===== src/design/assert_macros.svh =====
// Assertion macros shared by the sieve table RTL.
`ifndef ASSERT_MACROS_SVH
`define ASSERT_MACROS_SVH

// Same-cycle implication, checked outside reset.
`define ASSERT_IMPL(label, clk, rst_n, ante, cons) \
    label: assert property (@(posedge clk) disable iff (!rst_n) (ante) |-> (cons)) \
        else $error("assertion failed");

// Next-cycle implication, checked outside reset.
`define ASSERT_NEXT(label, clk, rst_n, ante, cons) \
    label: assert property (@(posedge clk) disable iff (!rst_n) (ante) |=> (cons)) \
        else $error("assertion failed");

`endif


===== src/design/sps_rem.sv =====
// Iterative restoring remainder unit, one quotient bit per cycle.
module sps_rem #(
    parameter int W = 40
) (
    input  logic         clk,
    input  logic         rst_n,
    input  logic         start,
    input  logic [W-1:0] dividend,
    input  logic [W-1:0] divisor,
    output logic         done,
    output logic [W-1:0] remainder
);
    localparam int CNTW = $clog2(W + 1);

    logic            run_reg, run_next;
    logic            done_reg, done_next;
    logic [CNTW-1:0] cnt_reg, cnt_next;
    logic [W-1:0]    rem_reg, rem_next;
    logic [W-1:0]    sh_reg, sh_next;
    logic [W-1:0]    dv_reg, dv_next;
    logic [W:0]      trial;

    // one shift and compare-subtract step
    always_comb
    begin
        trial     = {rem_reg, sh_reg[W-1]};
        run_next  = run_reg;
        done_next = 1'b0;
        cnt_next  = cnt_reg;
        rem_next  = rem_reg;
        sh_next   = sh_reg;
        dv_next   = dv_reg;
        if (start)
        begin
            run_next = 1'b1;
            cnt_next = '0;
            rem_next = '0;
            sh_next  = dividend;
            dv_next  = divisor;
        end
        else if (run_reg)
        begin
            if (trial >= {1'b0, dv_reg})
                rem_next = W'(trial - {1'b0, dv_reg});
            else
                rem_next = trial[W-1:0];
            sh_next  = {sh_reg[W-2:0], 1'b0};
            cnt_next = cnt_reg + 1'b1;
            if (cnt_reg == CNTW'(W - 1))
            begin
                run_next  = 1'b0;
                done_next = 1'b1;
            end
        end
    end

    always_ff @(posedge clk or negedge rst_n)
    begin
        if (!rst_n)
        begin
            run_reg  <= 1'b0;
            done_reg <= 1'b0;
            cnt_reg  <= '0;
        end
        else
        begin
            run_reg  <= run_next;
            done_reg <= done_next;
            cnt_reg  <= cnt_next;
        end
    end

    always_ff @(posedge clk)
    begin
        rem_reg <= rem_next;
        sh_reg  <= sh_next;
        dv_reg  <= dv_next;
    end

    assign done      = done_reg;
    assign remainder = rem_reg;
endmodule


===== config.mk =====
export PLATFORM = sky130hd
export DESIGN_NAME = sps_rem
export DESIGN_NICKNAME = d
export VERILOG_FILES = /design/src/design/assert_macros.svh /design/src/design/sps_rem.sv
export SDC_FILE = /design/constraint.sdc
export NUM_CORES = 1
export LEC_CHECK = 0
export ABC_AREA = 0
export BUFFER_PORTS_ARGS = -buffer_cell sky130_fd_sc_hd__buf_2
export CORE_MARGIN = 2
export CORE_UTILIZATION = 50
export CTS_CLUSTER_DIAMETER = 60
export DETAILED_ROUTE_END_ITERATION = 10
export PLACE_DENSITY = 0.72
export SLEW_MARGIN = 20
export SYNTH_ARGS = -nofsm -noshare
export SYNTH_HDL_FRONTEND = slang
export SYNTH_SLANG_ARGS = --single-unit
export TNS_END_PERCENT = 10

===== constraint.sdc =====
create_clock -name clk -period 7.4 [get_ports clk]
set_input_delay 1.48 -clock clk [delete_from_list [all_inputs] [get_ports clk]]
set_output_delay 1.48 -clock clk [all_outputs]
set_load 0.02 [all_outputs]

# After elaboration in Yosys (flattened, before gate mapping)
# Index checks and enable logic that the tools add are counted.
# classes
add_sub_neg	2
order_cmp	1
n_eq_ne	1
n_mux	11
n_reduce_logical	1
# op_table
cell	n
40-bit 2-to-1 mux	3
41-bit by 40-bit greater-or-equal comparator with 1-bit output	1
40-bit subtractor	1
6-bit 2-to-1 mux	2
6-bit by 1-bit adder with 6-bit output, second input constant	1
6-bit == test, second input constant	1
1-bit 2-to-1 mux	6
2-bit nonzero test	1
# totals
ff_bits	128
output_inout_bits	41
word_cells	22

# Longest topological paths before layout
# logic_depth
word_depth	4
depth_mapped	15
depth_no_buf	13

# Least setup slack after synthesis
# OpenSTA, ideal clock, no wires.
# synth_path
path_type	input port to flip-flop
start	input port start
end	register sh_reg[0] (enable)
setup_ns	0.394
arrival_ns	3.134
path_slack_ns	3.871
stages	5
n_path_buf	3
cell_sequence	clkbuf_1 -> clkbuf_1 -> clkbuf_1 -> nor2_1 -> inv_1
# synth_between
elab_chain_len	1
# synth_lines
item	line_no	text
from (decl)	sps_rem.sv:7	input logic start,
2-bit nonzero test (no source line)	n/a	
to (signal assigned)	sps_rem.sv:76	sh_reg <= sh_next;
to (decl)	sps_rem.sv:19	logic [W-1:0] sh_reg, sh_next;
# No other way between the ends.
# A chain may end at the register's enable or synchronous reset.

# Worst setup path after layout
# layout_path
start	register rem_reg[15] (netlist: remainder[15])
end	register rem_reg[20] (netlist: remainder[20])
# layout_between
elab_chain_len	2
# layout_lines
item	line_no	text
from (decl)	sps_rem.sv:18	logic [W-1:0] rem_reg, rem_next;
from (signal assigned)	sps_rem.sv:75	rem_reg <= rem_next;
40-bit subtractor or 41-bit by 40-bit greater-or-equal comparator with 1-bit output (tied branches)	sps_rem.sv:44, sps_rem.sv:43	
40-bit 2-to-1 mux (*)	sps_rem.sv:43	if (trial >= {1'b0, dv_reg})
# Every way passes the cells marked *; elsewhere a longest branch is shown, timed or not.

==> flow_metrics.py <==
metrics = {
    "pwr": {
        "power_density_mw_per_mm2": 400.3,
        "seqPwrFrac_pct": 29.7,
        "p_int_mw": 2.131,
        "swShare_pct": 39.42,
        "p_switching_mw": 1.387,
        "p_leak_nw": 4.053,
        "clkPwrFrac_pct": 23.6,
        "ir_worst_vdd_v": 0.0001967,
        "power_frac_comb_pct": 46.7,
    },
    "critical_path": {
        "cp.required_ns": 7.66,
        "critical_path_peak_fanout": 36,
        "crit_arrival_ns": 3.95,
        "critPathCaptureType": "flip-flop",
        "critPathKind": "flip-flop to flip-flop",
        "cp-start-kind": "flip-flop",
    },
    "final_layout": {
        "fillers": 1222,
        "drive_above_1_share_pct": 24.03,
        "fin_area_mm2": 0.008788,
        "mostFrequentLayoutCells": "buf_2, edfxtp_1, nor2_1, inv_1, a21oi_1",
        "fin_nets": 965,
        "area.growth.synth_to_final_pct": 17.30,
        "final_common_cell": "buf_2",
    },
    "sta": {
        "setup-violations-final": 0,
        "rsz0062_at_grt": "no",
        "layout_min_cycle_time_ns": 3.694,
        "worst_pin_slew_ns": 0.9098,
        "maxSlewViolCount": 0,
        "timing.final.crit_share_pct": 49.92,
        "setup-tns-final_ns": 0,
        "fmax_mhz": 270.7,
        "fin_skew_ns": 0.009220,
        "hold_viol": 0,
        "slew_headroom_pct": 39.35,
    },
    "drt": {
        "antenna_left": 0,
        "route.detailed.drc": 0,
        "num_vias": 5925,
        "wl_per_cell_um": 16.27,
        "drt_pass1_iterations": 5,
        "vias_per_cell": 5.708,
        "drtIter0Drc": 445,
        "wl_um": 16890,
    },
    "synth": {
        "yosysTopAreaCell": "edfxtp_1",
        "synth_top_area_share_pct": 32.06,
        "yosysUniqueCellTypes": 65,
        "synthesis.area_mm2": 0.007492,
        "synth_cells": 733,
        "yosysSeqAreaShare_pct": 45.42,
        "syn-num-nets": 858,
        "synth_area_leaders": "edfxtp_1, dfxtp_1, ha_1",
        "async_reset_ff_share_pct": 6.250,
        "synth_warnings": 0,
        "synth-seq-cells": 128,
        "synth_edf_count": 80,
        "ys.flop_type": "edfxtp_1",
        "synth_area_per_cell_um2": 10.22,
    },
    "clock_network": {
        "root_buffer": "clkbuf_16",
        "cts_hold_buf": 0,
        "postCtsSetupRepairBufs": 0,
        "cts_tree": "done",
        "path_clk_slew_ns": 0.06,
        "h-tree-depth": 4,
        "ctsResizeCount": 0,
        "cts_buffers": 17,
        "clock_sinks": 128,
        "clock_path_buffers": 2,
        "clkLatencyLatePin_ns": 0.43,
    },
    "min_path": {
        "hp-class": "flip-flop to flip-flop",
    },
    "global_routing": {
        "grt_pass1_vias": 5729,
        "grt_usage_pct": 21.57,
        "grt_start_max_net_pins": 90,
        "antenna_found_initial": 1,
        "grt_pass1_wl_um": 27850,
        "overflow": 0,
    },
    "floorplan": {
        "die-height_um": 126.4,
        "start_util_pct": 51.36,
        "coreArea_mm2": 0.01459,
        "rows": 44,
        "fp.dieW_um": 126.4,
        "die_area_mm2": 0.01598,
        "io_pins": 124,
    },
    "placed_design": {
        "placement.io_buffers": 123,
        "routabilityCongestion": 0.9846,
        "dp_hpwl_um": 11960,
        "postPlaceCellArea_mm2": 0.008205,
    },
    "outcome": {
        "status": "completed",
    },
    "flow_run": {
        "max_cap_viol_count": 0,
    },
}
==> area by class of cell <==
cell class                      instances  area [um^2]  area share (%)
Antenna cell                            1        2.502         0.02847
Clock buffer                           21        440.4           5.011
Clock inverter                         11        140.1           1.595
Inverter                               55        206.4           2.349
Multi-Input combinational cell        511         3716           42.28
Sequential cell                       128         3405           38.74
Tap cell                              184        230.2           2.620
Timing Repair Buffer                  127        648.1           7.375
==> worst max-delay path: stages, from the launching register on <==
cell and delay, ns:
dfxtp_1 0.34, ha_1 0.41, a21oi_1 0.27, o211ai_1 0.15, a311oi_1 0.40, nor3_1 0.13, a21oi_2 0.22, o31a_1 0.26
o21a_2 0.47, buf_4 0.51, mux2i_1 0.27, a211oi_1 0.09
==> metrics by stage <==
step / power, mW / instances / hold WS (ns) / setup slack, ns / util, %
3_3_place_gp: 2.634 / 1005 / 0.4985 / 3.884 / 56.24
6_report: 3.518 / 1038 / 0.5115 / 3.706 / 60.24
4_1_cts: 3.524 / 1037 / 0.5154 / 3.763 / 60.22
3_5_place_dp: 2.678 / 1005 / 0.5075 / 3.800 / 56.24
5_1_grt: 3.745 / 1037 / 0.5456 / 3.424 / 60.22
2_1_floorplan: 2.300 / 733 / 0.5133 / 3.871 / -
==> cells by family after synthesis <==
kind of cell	count (synthesis)	share of synthesized area, %
and+or+nand+nor	186	12.17
muxes	69	9.886
buffers and inverters	94	4.993
adders and majority gates	42	7.114
xor gates and xnor gates	39	4.559
DFF	128	45.42
AOI/OAI and AO/OA	175	15.85
==> final timing paths <==
check / startpoint / end / slack [ns] / cells past startpoint
setup / recovery: remainder[15] / remainder[20] / 3.71 / 11
hold / removal: remainder[13] / remainder[13] / 0.51 / 2
setup reg to reg: remainder[15] / remainder[20] / 3.71 / 11
hold reg to reg: remainder[13] / remainder[13] / 0.51 / 2
max in group asynchronous: rst_n / run_reg / 6.33 / 1
min in group asynchronous: rst_n / cnt_reg[3] / 0.89 / 1
==> Yosys cell counts, types with 5 or more instances <==
library cell / instances
inv_1: 54
a311oi_1: 6
xnor2_1: 26
xor2_1: 13
a21oi_1: 46
nand4_1: 12
nor2_1: 66
and2_1: 7
nand4b_1: 6
o21a_1: 6
mux2i_1: 29
edfxtp_1: 80
ha_1: 41
a211oi_1: 34
nand2b_1: 6
mux2_2: 40
nor2b_1: 7
dfrtp_1: 8
a21o_1: 17
a211o_1: 5
o21ai_0: 24
buf_2: 5
nand3_1: 7
or3_1: 6
nor3_1: 6
nand2_1: 41
dfxtp_1: 40
clkbuf_1: 30
==> power groups by stage <==
stage | Clock [mW] | Combinational, mW | Sequential [mW]
after CTS | 0.845 | 1.64 | 1.04
after global routing | 0.876 | 1.80 | 1.07
after floorplan | 0 | 1.15 | 1.15
after detailed placement | 0 | 1.62 | 1.06
final | 0.830 | 1.64 | 1.04
after global placement | 0 | 1.59 | 1.05
==> layer usage <==
layer | global-route usage, % | part of all wire [%] | up-vias
li1 | - | - | 2895
met1 | 27.28 | 44 | 2806
met2 | 34.29 | 47 | 198
met3 | 7.086 | 7.0 | 26
met4 | 8.597 | 1.9 | 0
met5 | 0 | 0 | -
(Power assumes the default switching activity.)
